--- src/hw/rtl/mcs_pkg.sv ---
// Shared types, codes and constants of the multipath credit scheduler.
package mcs_pkg;

  // Command codes
  localparam logic [1:0] CMD_PICK  = 2'd0;
  localparam logic [1:0] CMD_PROBE = 2'd1;
  localparam logic [1:0] CMD_REDUN = 2'd2;

  // Status codes
  localparam logic [1:0] ST_OK      = 2'd0;
  localparam logic [1:0] ST_NO_PATH = 2'd1;
  localparam logic [1:0] ST_BAD_ARG = 2'd2;

  // Register indexes (byte address is 8 times the index)
  localparam logic [2:0] REG_PATH_COUNT = 3'd0;
  localparam logic [2:0] REG_ENABLED    = 3'd1;
  localparam logic [2:0] REG_WEIGHTS    = 3'd2;
  localparam logic [2:0] REG_BASE_RED   = 3'd3;
  localparam logic [2:0] REG_LOSS_THR   = 3'd4;
  localparam logic [2:0] REG_ALPHA      = 3'd5;

  // Arithmetic constants
  localparam logic [16:0] ONE_Q16       = 17'd65536;
  localparam logic [16:0] ALPHA_DEFAULT = 17'd13107;
  localparam logic [9:0]  RED_MAX       = 10'd768;
  localparam logic [23:0] RTT_RESET     = 24'd5000;
  localparam logic [3:0]  DIV_STEPS     = 4'd14;

  typedef struct packed {
    logic [1:0]  cmd;
    logic [2:0]  path_index;
    logic [23:0] rtt_us;
    logic        probe_received;
    logic [7:0]  k;
  } mcs_req_t;

  typedef struct packed {
    logic [1:0]  status;
    logic [2:0]  chosen_path;
    logic [7:0]  n_blocks;
    logic [23:0] rtt_estimate_us;
    logic [16:0] loss_estimate;
    logic        path_is_alive;
    logic [31:0] sent_count;
    logic [31:0] received_count;
  } mcs_rsp_t;

  typedef enum logic [3:0] {
    SQ_IDLE,
    SQ_PICK_CHK,
    SQ_PICK_SEL,
    SQ_PICK_DEC,
    SQ_PRB_RTT_A,
    SQ_PRB_RTT_B,
    SQ_PRB_LOSS_A,
    SQ_PRB_LOSS_B,
    SQ_PRB_UPD,
    SQ_RED_CNT,
    SQ_RED_MUL_A,
    SQ_RED_MUL_B,
    SQ_RED_SCALE,
    SQ_RED_DIV,
    SQ_RED_FIN,
    SQ_DONE
  } mcs_state_t;

endpackage

--- src/hw/rtl/mcs_ifs.sv ---
// Request and response channel interfaces of the multipath credit scheduler.
interface mcs_req_if import mcs_pkg::*; ();
  logic     valid;
  logic     ready;
  mcs_req_t data;
  modport source (output valid, output data, input ready);
  modport sink (input valid, input data, output ready);
endinterface

interface mcs_rsp_if import mcs_pkg::*; ();
  logic     valid;
  logic     ready;
  mcs_rsp_t data;
  modport source (output valid, output data, input ready);
  modport sink (input valid, input data, output ready);
endinterface

--- src/hw/rtl/mcs_mul.sv ---
// Shared registered 17 x 24 multiplier of the scheduler datapath.
module mcs_mul (
  input  logic        clk,
  input  logic [16:0] a,
  input  logic [23:0] b,
  output logic [40:0] p
);

  // Register the product
  always_ff @(posedge clk) begin
    p <= {24'b0, a} * {17'b0, b};
  end

endmodule

--- src/hw/rtl/multipath_credit_scheduler.sv ---
// Top level: multipath credit scheduler with smoothed path health.
//
//  channel | dir | handshake          | content
//  --------+-----+--------------------+-------------------------------------
//  req     | in  | valid/ready        | cmd, path_index, rtt_us, probe, k
//  rsp     | out | valid/ready        | status, path, n, rtt, loss, counters
//  apb     | in  | psel/penable/pwrite| six registers at byte address 8*i
//
// Steps: a pick makes two scans over the paths, or one when no path is
// eligible; a probe makes four passes through the shared multiplier; a
// redundancy command counts the paths, multiplies, scales and, when some
// but not all enabled paths are alive and the ratio stays under its cap,
// runs the serial divider. Bad arguments finish without further steps.
// Reset is synchronous and restores configuration, sequencer and path state at once.
// A result waits in the output register; the next transaction is taken
// meanwhile, and only the final step of the next item waits for it.
module multipath_credit_scheduler import mcs_pkg::*; #(
  parameter int NUM_PATHS  = 8,
  parameter int MAX_BLOCKS = 255
) (
  input  logic        clk,
  input  logic        rst,
  mcs_req_if.sink     req,
  mcs_rsp_if.source   rsp,
  input  logic        psel,
  input  logic        penable,
  input  logic        pwrite,
  input  logic [5:0]  paddr,
  input  logic [63:0] pwdata,
  output logic [63:0] prdata,
  output logic        pready
);

  localparam int PW = (NUM_PATHS > 1) ? $clog2(NUM_PATHS) : 1;
  localparam logic [PW-1:0] LAST_PATH = PW'(NUM_PATHS - 1);

  // Configuration registers
  logic [3:0]  paths_used;
  logic [7:0]  enabled_mask;
  logic [63:0] path_weights;
  logic [9:0]  red_ratio;
  logic [16:0] loss_limit;
  logic [16:0] smooth_gain;
  logic        reload_pend;

  // Per-path state
  logic [7:0]  credit          [NUM_PATHS];
  logic        path_alive      [NUM_PATHS];
  logic [23:0] smoothed_rtt    [NUM_PATHS];
  logic [16:0] smoothed_loss   [NUM_PATHS];
  logic [31:0] probe_tx        [NUM_PATHS];
  logic [31:0] probes_received [NUM_PATHS];

  // Sequencer and working registers
  mcs_state_t  state, state_next;
  mcs_req_t    cur;
  mcs_rsp_t    res;
  mcs_rsp_t    res_start;
  mcs_rsp_t    out_data;
  logic        out_valid;
  logic [PW-1:0] scan_idx;
  logic [PW-1:0] pidx;
  logic        any_elig;
  logic        all_zero;
  logic        best_valid;
  logic [PW-1:0] best_idx;
  logic [7:0]  best_credit;
  logic [41:0] acc;
  logic [23:0] rtt_new;
  logic [4:0]  tot_cnt;
  logic [4:0]  alv_cnt;
  logic        div_one;
  logic [13:0] div_quo;
  logic [3:0]  div_rem;
  logic [3:0]  div_cnt;

  // Multiplier operands and product
  logic [16:0] mul_a;
  logic [23:0] mul_b;
  logic [40:0] prod;

  logic [4:0]  eff_count;
  logic [16:0] one_minus_alpha;
  logic [41:0] ewma_sum;
  logic        cfg_wr;
  logic        accept;
  logic        out_free;
  logic        scan_last;
  logic        scan_in_range;
  logic        scan_elig;
  logic [7:0]  scan_refill;
  logic [7:0]  scan_cand;
  logic [16:0] loss_new;
  logic        alive_new;
  logic [14:0] alv_x768;
  logic [16:0] red_factor;
  logic [13:0] scaled_q;
  logic [4:0]  div_shift;
  logic [14:0] quo_ceil;
  logic [16:0] n_raised;
  logic [16:0] n_final;
  logic [3:0]  best4;

  function automatic logic [7:0] weight_of(input logic [3:0] i, input logic [63:0] w);
    logic [7:0] r;
    r = 8'd0;
    if (i < 4'd8) r = w[{i[2:0], 3'b000} +: 8];
    return r;
  endfunction

  function automatic logic [7:0] refill_of(input logic [3:0] i, input logic [63:0] w);
    logic [7:0] r;
    r = weight_of(i, w);
    if (r == 8'd0) r = 8'd1;
    return r;
  endfunction

  function automatic logic enabled_of(input logic [3:0] i, input logic [7:0] m);
    return (i < 4'd8) && m[i[2:0]];
  endfunction

  mcs_mul u_mul (
    .clk (clk),
    .a   (mul_a),
    .b   (mul_b),
    .p   (prod)
  );

  // Derived values
  assign eff_count = (5'(paths_used) > 5'(NUM_PATHS)) ? 5'(NUM_PATHS) : 5'(paths_used);
  assign one_minus_alpha = 17'(18'(ONE_Q16) - 18'(smooth_gain));
  assign ewma_sum  = acc + 42'(prod) + 42'd32768;
  assign cfg_wr    = psel && penable && pwrite;
  assign pready    = 1'b1;
  assign accept    = req.valid && req.ready;
  assign out_free  = !out_valid || rsp.ready;
  assign scan_last = (scan_idx == LAST_PATH);
  assign scan_in_range = 5'(scan_idx) < eff_count;
  assign scan_elig = scan_in_range && enabled_of(4'(scan_idx), enabled_mask)
                     && path_alive[scan_idx];
  assign scan_refill = refill_of(4'(scan_idx), path_weights);
  assign scan_cand = all_zero ? scan_refill : credit[scan_idx];
  assign loss_new  = ewma_sum[32:16];
  assign alv_x768  = {alv_cnt, 10'b0} - {2'b0, alv_cnt, 8'b0};
  assign scaled_q  = 14'((prod[21:0] + 22'd255) >> 8);
  assign div_shift = {div_rem, div_quo[13]};
  assign quo_ceil  = {1'b0, div_quo} + 15'(div_rem != 4'd0);
  assign n_raised  = (17'(quo_ceil) < 17'(cur.k)) ? 17'(cur.k) : 17'(quo_ceil);
  assign n_final   = (n_raised > 17'(MAX_BLOCKS)) ? 17'(MAX_BLOCKS) : n_raised;
  assign best4     = 4'(best_idx);

  // Start the result of an accepted request with its argument check
  always_comb begin
    res_start = '0;
    case (req.data.cmd)
      CMD_PICK:  res_start.status = ST_OK;
      CMD_PROBE: begin
        if ({2'b0, req.data.path_index} >= eff_count) res_start.status = ST_BAD_ARG;
      end
      CMD_REDUN: begin
        if (req.data.k == 8'd0) res_start.status = ST_BAD_ARG;
      end
      default:   res_start.status = ST_BAD_ARG;
    endcase
  end

  // Hysteresis on the alive flag
  always_comb begin
    alive_new = path_alive[pidx];
    if (loss_new > loss_limit) alive_new = 1'b0;
    if ({1'b0, loss_new} << 1 < {1'b0, loss_limit}) alive_new = 1'b1;
  end

  // Ratio factor for the redundancy multiply
  always_comb begin
    if (alv_cnt == 5'd0 || (alv_cnt != tot_cnt && 15'(prod) > alv_x768)) begin
      red_factor = 17'(RED_MAX);
    end else if (alv_cnt == tot_cnt) begin
      red_factor = 17'(red_ratio);
    end else begin
      red_factor = prod[16:0];
    end
  end

  // Select multiplier operands
  always_comb begin
    mul_a = 17'd0;
    mul_b = 24'd0;
    case (state)
      SQ_PRB_RTT_A: begin
        mul_a = smooth_gain;
        mul_b = cur.rtt_us;
      end
      SQ_PRB_RTT_B: begin
        mul_a = one_minus_alpha;
        mul_b = smoothed_rtt[pidx];
      end
      SQ_PRB_LOSS_A: begin
        mul_a = smooth_gain;
        mul_b = cur.probe_received ? 24'd0 : 24'(ONE_Q16);
      end
      SQ_PRB_LOSS_B: begin
        mul_a = one_minus_alpha;
        mul_b = 24'(smoothed_loss[pidx]);
      end
      SQ_RED_MUL_A: begin
        mul_a = 17'(red_ratio);
        mul_b = 24'(tot_cnt);
      end
      SQ_RED_MUL_B: begin
        mul_a = red_factor;
        mul_b = 24'(cur.k);
      end
      default: begin
        mul_a = 17'd0;
        mul_b = 24'd0;
      end
    endcase
  end

  // Next state
  always_comb begin
    state_next = state;
    case (state)
      SQ_IDLE: begin
        if (accept) begin
          case (req.data.cmd)
            CMD_PICK:  state_next = SQ_PICK_CHK;
            CMD_PROBE: state_next = ({2'b0, req.data.path_index} < eff_count) ?
                                    SQ_PRB_RTT_A : SQ_DONE;
            CMD_REDUN: state_next = (req.data.k != 8'd0) ? SQ_RED_CNT : SQ_DONE;
            default:   state_next = SQ_DONE;
          endcase
        end
      end
      SQ_PICK_CHK:   if (scan_last) state_next = (any_elig || scan_elig) ?
                                                 SQ_PICK_SEL : SQ_DONE;
      SQ_PICK_SEL:   if (scan_last) state_next = SQ_PICK_DEC;
      SQ_PICK_DEC:   state_next = SQ_DONE;
      SQ_PRB_RTT_A:  state_next = SQ_PRB_RTT_B;
      SQ_PRB_RTT_B:  state_next = SQ_PRB_LOSS_A;
      SQ_PRB_LOSS_A: state_next = SQ_PRB_LOSS_B;
      SQ_PRB_LOSS_B: state_next = SQ_PRB_UPD;
      SQ_PRB_UPD:    state_next = SQ_DONE;
      SQ_RED_CNT:    if (scan_last) state_next = SQ_RED_MUL_A;
      SQ_RED_MUL_A:  state_next = SQ_RED_MUL_B;
      SQ_RED_MUL_B:  state_next = SQ_RED_SCALE;
      SQ_RED_SCALE:  state_next = div_one ? SQ_RED_FIN : SQ_RED_DIV;
      SQ_RED_DIV:    if (div_cnt == DIV_STEPS - 4'd1) state_next = SQ_RED_FIN;
      SQ_RED_FIN:    state_next = SQ_DONE;
      SQ_DONE:       if (out_free) state_next = SQ_IDLE;
      default:       state_next = SQ_IDLE;
    endcase
  end

  // Handshake outputs
  always_comb begin
    req.ready = (state == SQ_IDLE) && !reload_pend;
    rsp.valid = out_valid;
    rsp.data  = out_data;
  end

  // Register read
  always_comb begin
    case (paddr[5:3])
      REG_PATH_COUNT: prdata = 64'(paths_used);
      REG_ENABLED:    prdata = 64'(enabled_mask);
      REG_WEIGHTS:    prdata = path_weights;
      REG_BASE_RED:   prdata = 64'(red_ratio);
      REG_LOSS_THR:   prdata = 64'(loss_limit);
      REG_ALPHA:      prdata = 64'(smooth_gain);
      default:        prdata = 64'd0;
    endcase
  end

  // Configuration registers; every valid write schedules a reload
  always_ff @(posedge clk) begin
    if (rst) begin
      paths_used      <= 4'd1;
      enabled_mask    <= 8'hFF;
      path_weights    <= 64'h0101010101010101;
      red_ratio       <= 10'd256;
      loss_limit      <= 17'd6554;
      smooth_gain     <= ALPHA_DEFAULT;
      reload_pend     <= 1'b0;
    end else begin
      reload_pend <= cfg_wr && (paddr[5:3] inside {REG_PATH_COUNT, REG_ENABLED,
                     REG_WEIGHTS, REG_BASE_RED, REG_LOSS_THR, REG_ALPHA});
      if (cfg_wr) begin
        case (paddr[5:3])
          REG_PATH_COUNT: paths_used      <= pwdata[3:0];
          REG_ENABLED:    enabled_mask    <= pwdata[7:0];
          REG_WEIGHTS:    path_weights    <= pwdata;
          REG_BASE_RED:   red_ratio       <= pwdata[9:0];
          REG_LOSS_THR:   loss_limit      <= pwdata[16:0];
          REG_ALPHA: begin
            if (pwdata[16:0] == 17'd0) smooth_gain <= ALPHA_DEFAULT;
            else if (pwdata[16:0] > ONE_Q16) smooth_gain <= ONE_Q16;
            else smooth_gain <= pwdata[16:0];
          end
          default: begin
          end
        endcase
      end
    end
  end

  // Sequencer state and output register
  always_ff @(posedge clk) begin
    if (rst) begin
      state     <= SQ_IDLE;
      out_valid <= 1'b0;
    end else begin
      state <= state_next;
      if (state == SQ_DONE && out_free) out_valid <= 1'b1;
      else if (rsp.ready) out_valid <= 1'b0;
    end
  end

  always_ff @(posedge clk) begin
    if (state == SQ_DONE && out_free) out_data <= res;
  end

  // Working registers and per-path state
  always_ff @(posedge clk) begin
    if (rst) begin
      for (int i = 0; i < NUM_PATHS; i++) begin
        credit[i]          <= 8'd1;
        path_alive[i]      <= (i < 8);
        smoothed_rtt[i]    <= RTT_RESET;
        smoothed_loss[i]   <= 17'd0;
        probe_tx[i]        <= 32'd0;
        probes_received[i] <= 32'd0;
      end
    end else begin
      // Apply the reload rule after a register write
      if (reload_pend) begin
        for (int i = 0; i < NUM_PATHS; i++) begin
          if (5'(i) < eff_count) begin
            if (!enabled_of(4'(i), enabled_mask)) path_alive[i] <= 1'b0;
            else credit[i] <= refill_of(4'(i), path_weights);
          end
        end
      end
      case (state)
        SQ_IDLE: begin
          if (accept) begin
            cur        <= req.data;
            pidx       <= PW'({1'b0, req.data.path_index});
            res        <= res_start;
            scan_idx   <= '0;
            any_elig   <= 1'b0;
            all_zero   <= 1'b1;
            best_valid <= 1'b0;
            tot_cnt    <= 5'd0;
            alv_cnt    <= 5'd0;
          end
        end
        // Look for eligible paths and any nonzero credit
        SQ_PICK_CHK: begin
          if (scan_elig) begin
            any_elig <= 1'b1;
            if (credit[scan_idx] != 8'd0) all_zero <= 1'b0;
          end
          scan_idx <= scan_last ? '0 : scan_idx + 1'b1;
          if (scan_last && !(any_elig || scan_elig)) res.status <= ST_NO_PATH;
        end
        // Refill if needed and track the highest credit
        SQ_PICK_SEL: begin
          if (scan_elig) begin
            if (all_zero) credit[scan_idx] <= scan_refill;
            if (!best_valid || scan_cand > best_credit) begin
              best_valid  <= 1'b1;
              best_idx    <= scan_idx;
              best_credit <= scan_cand;
            end
          end
          scan_idx <= scan_last ? '0 : scan_idx + 1'b1;
        end
        SQ_PICK_DEC: begin
          if (best_credit != 8'd0) credit[best_idx] <= best_credit - 8'd1;
          res.chosen_path <= best4[2:0];
        end
        SQ_PRB_RTT_B: acc <= 42'(prod);
        SQ_PRB_LOSS_A: rtt_new <= cur.probe_received ? ewma_sum[39:16] : smoothed_rtt[pidx];
        SQ_PRB_LOSS_B: acc <= 42'(prod);
        // Commit the probe update
        SQ_PRB_UPD: begin
          probe_tx[pidx]      <= probe_tx[pidx] + 32'd1;
          smoothed_rtt[pidx]  <= rtt_new;
          smoothed_loss[pidx] <= loss_new;
          path_alive[pidx]    <= alive_new;
          if (cur.probe_received) probes_received[pidx] <= probes_received[pidx] + 32'd1;
          res.rtt_estimate_us <= rtt_new;
          res.loss_estimate   <= loss_new;
          res.path_is_alive   <= alive_new;
          res.sent_count      <= probe_tx[pidx] + 32'd1;
          res.received_count  <= probes_received[pidx] + 32'(cur.probe_received);
        end
        // Count enabled and alive paths
        SQ_RED_CNT: begin
          if (scan_in_range && enabled_of(4'(scan_idx), enabled_mask)) begin
            tot_cnt <= tot_cnt + 5'd1;
            if (path_alive[scan_idx]) alv_cnt <= alv_cnt + 5'd1;
          end
          scan_idx <= scan_last ? '0 : scan_idx + 1'b1;
        end
        SQ_RED_MUL_B: begin
          div_one <= (alv_cnt == 5'd0) || (alv_cnt == tot_cnt) || (15'(prod) > alv_x768);
        end
        SQ_RED_SCALE: begin
          div_quo <= scaled_q;
          div_rem <= 4'd0;
          div_cnt <= 4'd0;
        end
        // One quotient bit per cycle
        SQ_RED_DIV: begin
          if (div_shift >= alv_cnt) begin
            div_rem <= 4'(div_shift - alv_cnt);
            div_quo <= {div_quo[12:0], 1'b1};
          end else begin
            div_rem <= div_shift[3:0];
            div_quo <= {div_quo[12:0], 1'b0};
          end
          div_cnt <= div_cnt + 4'd1;
        end
        SQ_RED_FIN: res.n_blocks <= n_final[7:0];
        default: begin
        end
      endcase
    end
  end

  // Checks
  assert property (@(posedge clk) disable iff (rst)
    (state != SQ_IDLE) |-> !req.ready)
    else $error("request taken while busy");

  assert property (@(posedge clk) disable iff (rst)
    (smooth_gain != 17'd0) && (smooth_gain <= ONE_Q16))
    else $error("smoothing factor out of range");

  assert property (@(posedge clk) disable iff (rst)
    (state == SQ_RED_DIV) |-> (div_cnt < DIV_STEPS) && (alv_cnt != 5'd0))
    else $error("divider overrun");

  assert property (@(posedge clk) disable iff (rst)
    (state == SQ_PICK_DEC) |-> best_valid && (best_credit != 8'd0))
    else $error("pick without a credited path");

endmodule

--- src/flat_wrapper.sv ---
// flat-port wrapper written by rule: the top's interface ports become plain ports
module multipath_credit_scheduler_flat import mcs_pkg::*;
#(
  parameter int NUM_PATHS  = 8,
  parameter int MAX_BLOCKS = 255
)
  (clk, rst, psel, penable, pwrite, paddr, pwdata, prdata, pready, req_valid, req_data, req_ready, rsp_valid, rsp_data, rsp_ready);
  mcs_req_if req_i ();
  mcs_rsp_if rsp_i ();
  input  logic clk;
  input  logic rst;
  input  logic psel;
  input  logic penable;
  input  logic pwrite;
  input  logic [5:0] paddr;
  input  logic [63:0] pwdata;
  output logic [63:0] prdata;
  output logic pready;
  input wire logic [$bits(req_i.valid)-1:0] req_valid;
  input wire logic [$bits(req_i.data)-1:0] req_data;
  output wire logic [$bits(req_i.ready)-1:0] req_ready;
  output wire logic [$bits(rsp_i.valid)-1:0] rsp_valid;
  output wire logic [$bits(rsp_i.data)-1:0] rsp_data;
  input wire logic [$bits(rsp_i.ready)-1:0] rsp_ready;
  assign req_i.valid = req_valid;
  assign req_i.data = req_data;
  assign req_ready = req_i.ready;
  assign rsp_valid = rsp_i.valid;
  assign rsp_data = rsp_i.data;
  assign rsp_i.ready = rsp_ready;
  multipath_credit_scheduler #(.NUM_PATHS(NUM_PATHS), .MAX_BLOCKS(MAX_BLOCKS)) u_core (.clk(clk), .rst(rst), .req(req_i), .rsp(rsp_i), .psel(psel), .penable(penable), .pwrite(pwrite), .paddr(paddr), .pwdata(pwdata), .prdata(prdata), .pready(pready));
endmodule
--- config.mk ---
export PLATFORM = sky130hd
export DESIGN_NAME = multipath_credit_scheduler_flat
export DESIGN_NICKNAME = d
export VERILOG_FILES = /design/src/hw/rtl/mcs_pkg.sv /design/src/hw/rtl/mcs_ifs.sv /design/src/hw/rtl/mcs_mul.sv /design/src/hw/rtl/multipath_credit_scheduler.sv /design/src/flat_wrapper.sv
export SDC_FILE = /design/constraint.sdc
export NUM_CORES = 2
export LEC_CHECK = 0
export ABC_AREA = 1
export BUFFER_PORTS_ARGS = -buffer_cell sky130_fd_sc_hd__buf_2
export CAP_MARGIN = 25
export CORE_ASPECT_RATIO = 1.5
export CORE_MARGIN = 3
export CORE_UTILIZATION = 61
export DETAILED_ROUTE_END_ITERATION = 6
export GPL_TIMING_DRIVEN = 0
export PLACE_DENSITY = 0.79
export SETUP_SLACK_MARGIN = 0.4
export SYNTH_ARGS = -nofsm -noshare
export SYNTH_HDL_FRONTEND = slang
export SYNTH_SLANG_ARGS = --single-unit
export TNS_END_PERCENT = 1
--- constraint.sdc ---
create_clock -name clk -period 11.9 [get_ports clk]
set_clock_uncertainty 0.05 [all_clocks]
set_input_delay 1.19 -clock clk [delete_from_list [all_inputs] [get_ports clk]]
set_output_delay 1.19 -clock clk [all_outputs]
set_load 0.02 [all_outputs]
After elaboration in Yosys (flattened, before gate mapping)
Memories as Yosys holds them, arrays and structs flattened. A register that Yosys moved wholly into a read port is not among the register bits.
Cells that the tools add are included.
- mux-type cells: 273
- reductions and logical operators: 81
- $lt $le $gt $ge: 21
- bitwise logic cells: 17
- shift-type cells: 1
- $add $sub $neg: 15
- multipliers: 1
- equality and inequality tests: 39
- operators with widths (operator ; count):
    $mux W8 ; 84
    $pmux W64 S6 ; 1
    $pmux W106 S2 ; 1
    $pmux W24 S6 ; 1
    $mux W1 ; 124
    $mux W119 ; 1
    $mux W17 ; 6
    $logic_not A8 Y1 ; 10
    $pmux W17 S4 ; 1
    $add A32 B1 Y32 const B ; 2
    $mux W32 ; 2
    $reduce_or A32 Y1 ; 2
    $shiftx A64 B7 Y8 ; 1
    $pmux W4 S14 ; 1
    $mux W24 ; 2
    $mux W3 ; 15
    $add A40 B16 Y40 const B ; 1
    $add A40 B40 Y40 ; 1
    $mul A17 B24 Y40 ; 1
    $mux W4 ; 10
    $eq A4 B4 Y1 const B ; 9
    $add A32 B1 Y32 ; 1
    $pmux W14 S2 ; 1
    $ne A2 B1 Y1 const B ; 13
    70 further kinds ; 157
- memories: 6
- flip-flop bits (word level): 554
- RAM bits: 912
- word-level logic and storage cells: 498
- bits of input ports: 115
- output and inout bits: 186
- memory list (memory ; words ; width ; read ports ; clocked after Yosys merged registers in ; wr ports ; RTL line ; text):
    u_core.probe_tx ; 8 ; 32 ; 1 ; 1 ; 8 ; multipath_credit_scheduler.sv:51 ; logic [31:0] probe_tx [NUM_PATHS];
    u_core.probes_received ; 8 ; 32 ; 1 ; 1 ; 8 ; multipath_credit_scheduler.sv:52 ; logic [31:0] probes_received [NUM_PATHS];
    u_core.smoothed_rtt ; 8 ; 24 ; 1 ; 1 ; 8 ; multipath_credit_scheduler.sv:49 ; logic [23:0] smoothed_rtt [NUM_PATHS];
    u_core.smoothed_loss ; 8 ; 17 ; 1 ; 1 ; 8 ; multipath_credit_scheduler.sv:50 ; logic [16:0] smoothed_loss [NUM_PATHS];
    u_core.credit ; 8 ; 8 ; 1 ; 1 ; 9 ; multipath_credit_scheduler.sv:47 ; logic [7:0] credit [NUM_PATHS];
    u_core.path_alive ; 8 ; 1 ; 2 ; 2 ; 9 ; multipath_credit_scheduler.sv:48 ; logic path_alive [NUM_PATHS];

Depth between registers and ports, before layout
- depth in word-level cells: 13
- mapped depth: 45
- gate-level depth less buffers: 43

Cells and area by module
From an unflattened synthesis, not the netlist that was laid out.
- cells, all modules: 9625
- area total of the unflattened synthesis: 85206.7 µm²
- by module, submodules not included (module ; sequential area each (µm²) ; cells each ; instances ; area an instance (µm²)):
    multipath_credit_scheduler ; 41629.9 ; 7598 ; 1 ; 70276.2
    mcs_mul ; 820.8 ; 2027 ; 1 ; 14930.6

Worst setup path after synthesis
OpenSTA, ideal clock, no wires.
- path type: input to register
- start point: input rsp_ready
- end point: register u_core.out_data (netlist bit u_core.rsp.data[0]), enable pin
- library setup time: 0.742 ns
- arrival time: 9.270 ns
- data required time: 11.108 ns
- stages on the path: 2
- buffers on the path: 0
- slack: 1.837 ns
- cells stage by stage: nor2_1 > nor3_1
- longest elaborated chain between the ends: 2
- RTL lines (item ; RTL line ; text):
    from (decl) ; flat_wrapper.sv:24 ; input wire logic [$bits(rsp_i.ready)-1:0] rsp_ready;
    $logic_or A1 B1 Y1 ; multipath_credit_scheduler.sv:136 ; assign out_free = !out_valid || rsp.ready;
    $logic_and A1 B1 Y1 ; multipath_credit_scheduler.sv:321 ; if (state == SQ_DONE && out_free) out_data <= res;
    to (signal assigned) ; multipath_credit_scheduler.sv:321 ;
    to (decl) ; multipath_credit_scheduler.sv:59 ; mcs_rsp_t out_data;
No other way between the ends.
A chain may end at the register's enable or synchronous reset.

==> run_summary.xml <==
<?xml version="1.0" encoding="UTF-8"?>
<metrics>
  <group name="die">
    <metric name="rows" unit="">166</metric>
    <metric name="die-width" unit="µm">310</metric>
    <metric name="die-area" unit="µm²">143000</metric>
    <metric name="placeable_area" unit="µm²">137000</metric>
    <metric name="die-height" unit="µm">462</metric>
    <metric name="boundaryPins" unit="">301</metric>
    <metric name="initial_core_util" unit="">0.616</metric>
  </group>
  <group name="yosys">
    <metric name="post_synth_instance_area" unit="µm²">84500</metric>
    <metric name="synth_top_cells_by_count" unit="">sky130_fd_sc_hd__nor2_1, sky130_fd_sc_hd__nand2_1, sky130_fd_sc_hd__edfxtp_1</metric>
    <metric name="synthDominantAreaCellType" unit="">sky130_fd_sc_hd__edfxtp_1</metric>
    <metric name="synth_xor_area_frac" unit="">0.0106</metric>
    <metric name="mean_instance_size_in_the_synthesized_netlist" unit="µm²">9.02</metric>
    <metric name="synth_area_leaders" unit="">sky130_fd_sc_hd__edfxtp_1, sky130_fd_sc_hd__nor2_1, sky130_fd_sc_hd__fa_1</metric>
    <metric name="synth_cells" unit="">9365</metric>
    <metric name="ys_types" unit="">63</metric>
    <metric name="post_synthesis_sequential_area_ratio" unit="">0.502</metric>
    <metric name="yosys.cell_count.top_type" unit="">sky130_fd_sc_hd__nor2_1</metric>
    <metric name="synth.top_cell.area_share" unit="">0.460</metric>
    <metric name="proportion_of_synthesized_area_in_mux_cells" unit="">0.00118</metric>
    <metric name="synth-compound-area-share" unit="">0.106</metric>
    <metric name="synth.ff_latch_count" unit="">1472</metric>
    <metric name="synth-adder-area-share" unit="">0.118</metric>
    <metric name="postSynth.topFlopCell" unit="">sky130_fd_sc_hd__edfxtp_1</metric>
    <metric name="yosys.area_share.simple" unit="">0.196</metric>
    <metric name="syn-num-nets" unit="">10100</metric>
    <metric name="async_flop_share" unit="">0</metric>
    <metric name="number_of_flops_mapped_to_enable_cells_by_yosys" unit="">1295</metric>
    <metric name="number_of_warnings_issued_by_yosys" unit="">0</metric>
    <metric name="combinational_family_with_the_most_area_after_synthesis" unit="">simple AND/OR/NAND/NOR gates</metric>
  </group>
  <group name="route">
    <metric name="route.detailed.drc" unit="">153</metric>
    <metric name="totalWireLength" unit="mm">351</metric>
    <metric name="ant_nets" unit="">0</metric>
    <metric name="vias" unit="">76400</metric>
    <metric name="drt-vias-per-instance" unit="">6.48</metric>
    <metric name="first_iter_violations" unit="">12700</metric>
    <metric name="routed_wire_length_per_instance" unit="µm">29.7</metric>
    <metric name="detail_route.first_pass.iterations" unit="">7</metric>
  </group>
  <group name="sta">
    <metric name="worst_slew_margin_rel" unit="">0.173</metric>
    <metric name="timing.final.max_slew_violations" unit="">0</metric>
    <metric name="finalHoldViolations" unit="">0</metric>
    <metric name="timing.final.crit_share" unit="">0.863</metric>
    <metric name="achievable-frequency" unit="GHz">0.0974</metric>
    <metric name="setup_repair_after_global_routing_missed_its_margin" unit="">no</metric>
    <metric name="totalNegativeSetupSlack" unit="ns">0</metric>
    <metric name="worst-slew-pin-transition" unit="ns">1.24</metric>
    <metric name="final-setup-viol-count" unit="">0</metric>
    <metric name="period_needed" unit="ns">10.27</metric>
  </group>
  <group name="placement">
    <metric name="dp_hpwl" unit="mm">257</metric>
    <metric name="placed_cells_incl_taps" unit="">11500</metric>
    <metric name="placed_area" unit="µm²">89300</metric>
    <metric name="routabilityCongestion" unit="">1.06</metric>
    <metric name="placement.io_buffers" unit="">296</metric>
  </group>
  <group name="job">
    <metric name="maxCapViolations" unit="">0</metric>
  </group>
  <group name="clock_network">
    <metric name="max-clock-path-buffers" unit="">3</metric>
    <metric name="cts-hold-fix-buffers" unit="">0</metric>
    <metric name="ctsRootBufferMaster" unit="">sky130_fd_sc_hd__clkbuf_16</metric>
    <metric name="post_cts_resized" unit="">0</metric>
    <metric name="clkLatencyLatePin" unit="ns">0.86</metric>
    <metric name="cts_post_setup_buffers_inserted" unit="">0</metric>
    <metric name="tritoncts" unit="">yes</metric>
    <metric name="total_cts_buffers" unit="">136</metric>
    <metric name="clock_sinks" unit="">1472</metric>
    <metric name="number_of_levels_in_the_clock_h_tree" unit="">4</metric>
    <metric name="clkTransAtPathRegs" unit="ns">0.06</metric>
  </group>
  <group name="critical_path">
    <metric name="critical_path.most_common_cell" unit="">sky130_fd_sc_hd__inv_1</metric>
    <metric name="worstPathMaxFanout" unit="">10</metric>
    <metric name="endpoint_kind" unit="">flip-flop</metric>
    <metric name="critPathKind" unit="">reg -&gt; reg</metric>
    <metric name="setup.worst_path.start_class" unit="">flip-flop</metric>
    <metric name="critical_path.max_stage_delay" unit="ns">0.60</metric>
    <metric name="crit_arrival" unit="ns">10.92</metric>
    <metric name="critical_path_required" unit="ns">12.55</metric>
    <metric name="slowest_stage" unit="">sky130_fd_sc_hd__fa_1</metric>
  </group>
  <group name="outcome">
    <metric name="result_of_the_run" unit="">complete, but fails checks</metric>
    <metric name="violated_checks" unit="">design-rule violations</metric>
  </group>
  <group name="global_route">
    <metric name="met1_routing_resource_usage_after_global_routing" unit="">0.534</metric>
    <metric name="first_global_vias" unit="">74000</metric>
    <metric name="grt_max_degree" unit="">50</metric>
    <metric name="grt_use_met2" unit="">0.742</metric>
    <metric name="antenna_found_initial" unit="">33</metric>
    <metric name="first_pass_grt_wire_length" unit="mm">500</metric>
    <metric name="grt_util_met3" unit="">0.195</metric>
    <metric name="grt_busiest_layer" unit="">met2</metric>
    <metric name="remaining_overflow_grt" unit="">0</metric>
    <metric name="grt.total_usage" unit="">0.495</metric>
  </group>
  <group name="power_and_ir_drop">
    <metric name="leakagePower" unit="nW">38.9</metric>
    <metric name="power.ir.vdd_worst" unit="mV">0.201</metric>
    <metric name="power-per-cell-area" unit="nW/µm²">186</metric>
  </group>
  <group name="final_layout">
    <metric name="area.growth.synth_to_final" unit="%">11.8</metric>
    <metric name="layout.core_utilization" unit="">0.689</metric>
    <metric name="stdcell_area" unit="µm²">94400</metric>
    <metric name="ratio_of_cells_with_drive_above_1_in_the_final_layout" unit="">0.0885</metric>
    <metric name="finalNonFillerCells" unit="">11800</metric>
    <metric name="num-nets-final" unit="">10600</metric>
  </group>
  <group name="hold_path">
    <metric name="path_category_of_the_worst_min_delay_check" unit="">reg -&gt; reg</metric>
  </group>
</metrics>
## routing by layer
metal / vias up / wire length [µm]
met1: 35700 / 107000
met4: 22 / 42200
met5: - / 149
met3: 2074 / 47300
li1: 32100 / -
met2: 6409 / 154000
## metrics by stage
stage | hold WS (ns) | worst slack, ns | power (W)
finish | 0.340 | 1.63 | 0.0176
floorplan | 0.350 | 1.84 | 0.00987
global route | 0.373 | 1.22 | 0.0181
global placement | 0.352 | -4.17 | 0.0123
CTS | 0.348 | 1.89 | 0.0170
detailed placement | 0.355 | 1.94 | 0.0125
## cells by family (layout without fill, tap and decap cells)
| logic type | count (synthesis) | after routing |
|---|---|---|
| AND/OR/NAND/NOR | 4128 | 4128 |
| AO/OA/AOI/OAI | 1653 | 1653 |
| flip-flops | 1472 | 1472 |
| buffers and inverters | 1408 | 2038 |
| adder cells (fa/ha/maj) | 599 | 599 |
| XOR/XNOR | 94 | 94 |
| multiplexers | 10 | 10 |
| other | 1 | 35 |
## registers in the layout, indices dropped and copies added (netlist names), 10 cells and up, named ones only
signal,count
u_core.probes_received,256
u_core.cur,33
u_core.probe_tx,256
u_core.res,119
u_core.loss_limit,17
u_core.credit,64
u_core.rtt_new,24
u_core.path_weights,64
u_core.u_mul.p,40
u_core.smoothed_rtt,192
u_core.smooth_gain,17
u_core.rsp.data,119
u_core.acc,40
u_core.red_ratio,10
u_core.div_quo,14
u_core.smoothed_loss,136
## final timing paths
check / slack, ns / startpoint / end / depth (start not counted)
worst max-delay path: 1.63 / flip-flop / u_core.u_mul.p[39] / 34
worst min-delay path: 0.34 / u_core.res[73] / u_core.rsp.data[73] / 0
worst max register to register: 1.63 / flip-flop / u_core.u_mul.p[39] / 34
worst min register to register: 0.34 / u_core.res[73] / u_core.rsp.data[73] / 0
## layout make-up
type,count,area (µm²)
fill,10700,42600
sequential,1472,42400
multi-input combinational,6485,36600
inverter,982,3690
clock buffer,166,3540
timing repair buffer,380,2840
tap,1764,2210
buffer,426,1930
clock inverter,84,1130
antenna,34,85.1
## worst max-delay path, delay by kind of cell (launching register included)
family                     cells  cell delay (ns)
buffers and inverters         15             3.74
adders and majority gates      7             3.58
and+or+nand+nor               10             1.80
AOI/OAI and AO/OA              2             0.56
DFF                            1             0.32
## layout by cell type (no fill, tap or decap), types with 61 or more instances in the layout
| master | netlist | routed |
|---|---|---|
| sky130_fd_sc_hd__clkbuf_16 | 0 | 136 |
| sky130_fd_sc_hd__xor2_1 | 63 | 62 |
| sky130_fd_sc_hd__clkinv_1 | 39 | 63 |
| sky130_fd_sc_hd__fa_1 | 329 | 329 |
| sky130_fd_sc_hd__o22ai_1 | 64 | 64 |
| sky130_fd_sc_hd__o21ai_1 | 60 | 61 |
| sky130_fd_sc_hd__nor2_1 | 1992 | 1988 |
| sky130_fd_sc_hd__a21oi_1 | 499 | 498 |
| sky130_fd_sc_hd__ha_1 | 270 | 270 |
| sky130_fd_sc_hd__edfxtp_1 | 1295 | 1295 |
| sky130_fd_sc_hd__buf_2 | 107 | 404 |
| sky130_fd_sc_hd__o21ai_0 | 823 | 822 |
| sky130_fd_sc_hd__nand3_1 | 290 | 290 |
| sky130_fd_sc_hd__o211ai_1 | 62 | 62 |
| sky130_fd_sc_hd__nand4_1 | 65 | 65 |
| sky130_fd_sc_hd__clkbuf_1 | 253 | 275 |
| sky130_fd_sc_hd__dfxtp_1 | 177 | 177 |
| sky130_fd_sc_hd__inv_1 | 915 | 915 |
| sky130_fd_sc_hd__nand2_1 | 1608 | 1592 |
## where the power goes
group / switching [W] / internal (W)
registers: 0.000204 / 0.00611
logic: 0.00506 / 0.00157
clock network: 0.00214 / 0.00252
total: 0.00740 / 0.0102
Note: power is estimated with default switching activity, not from simulation.
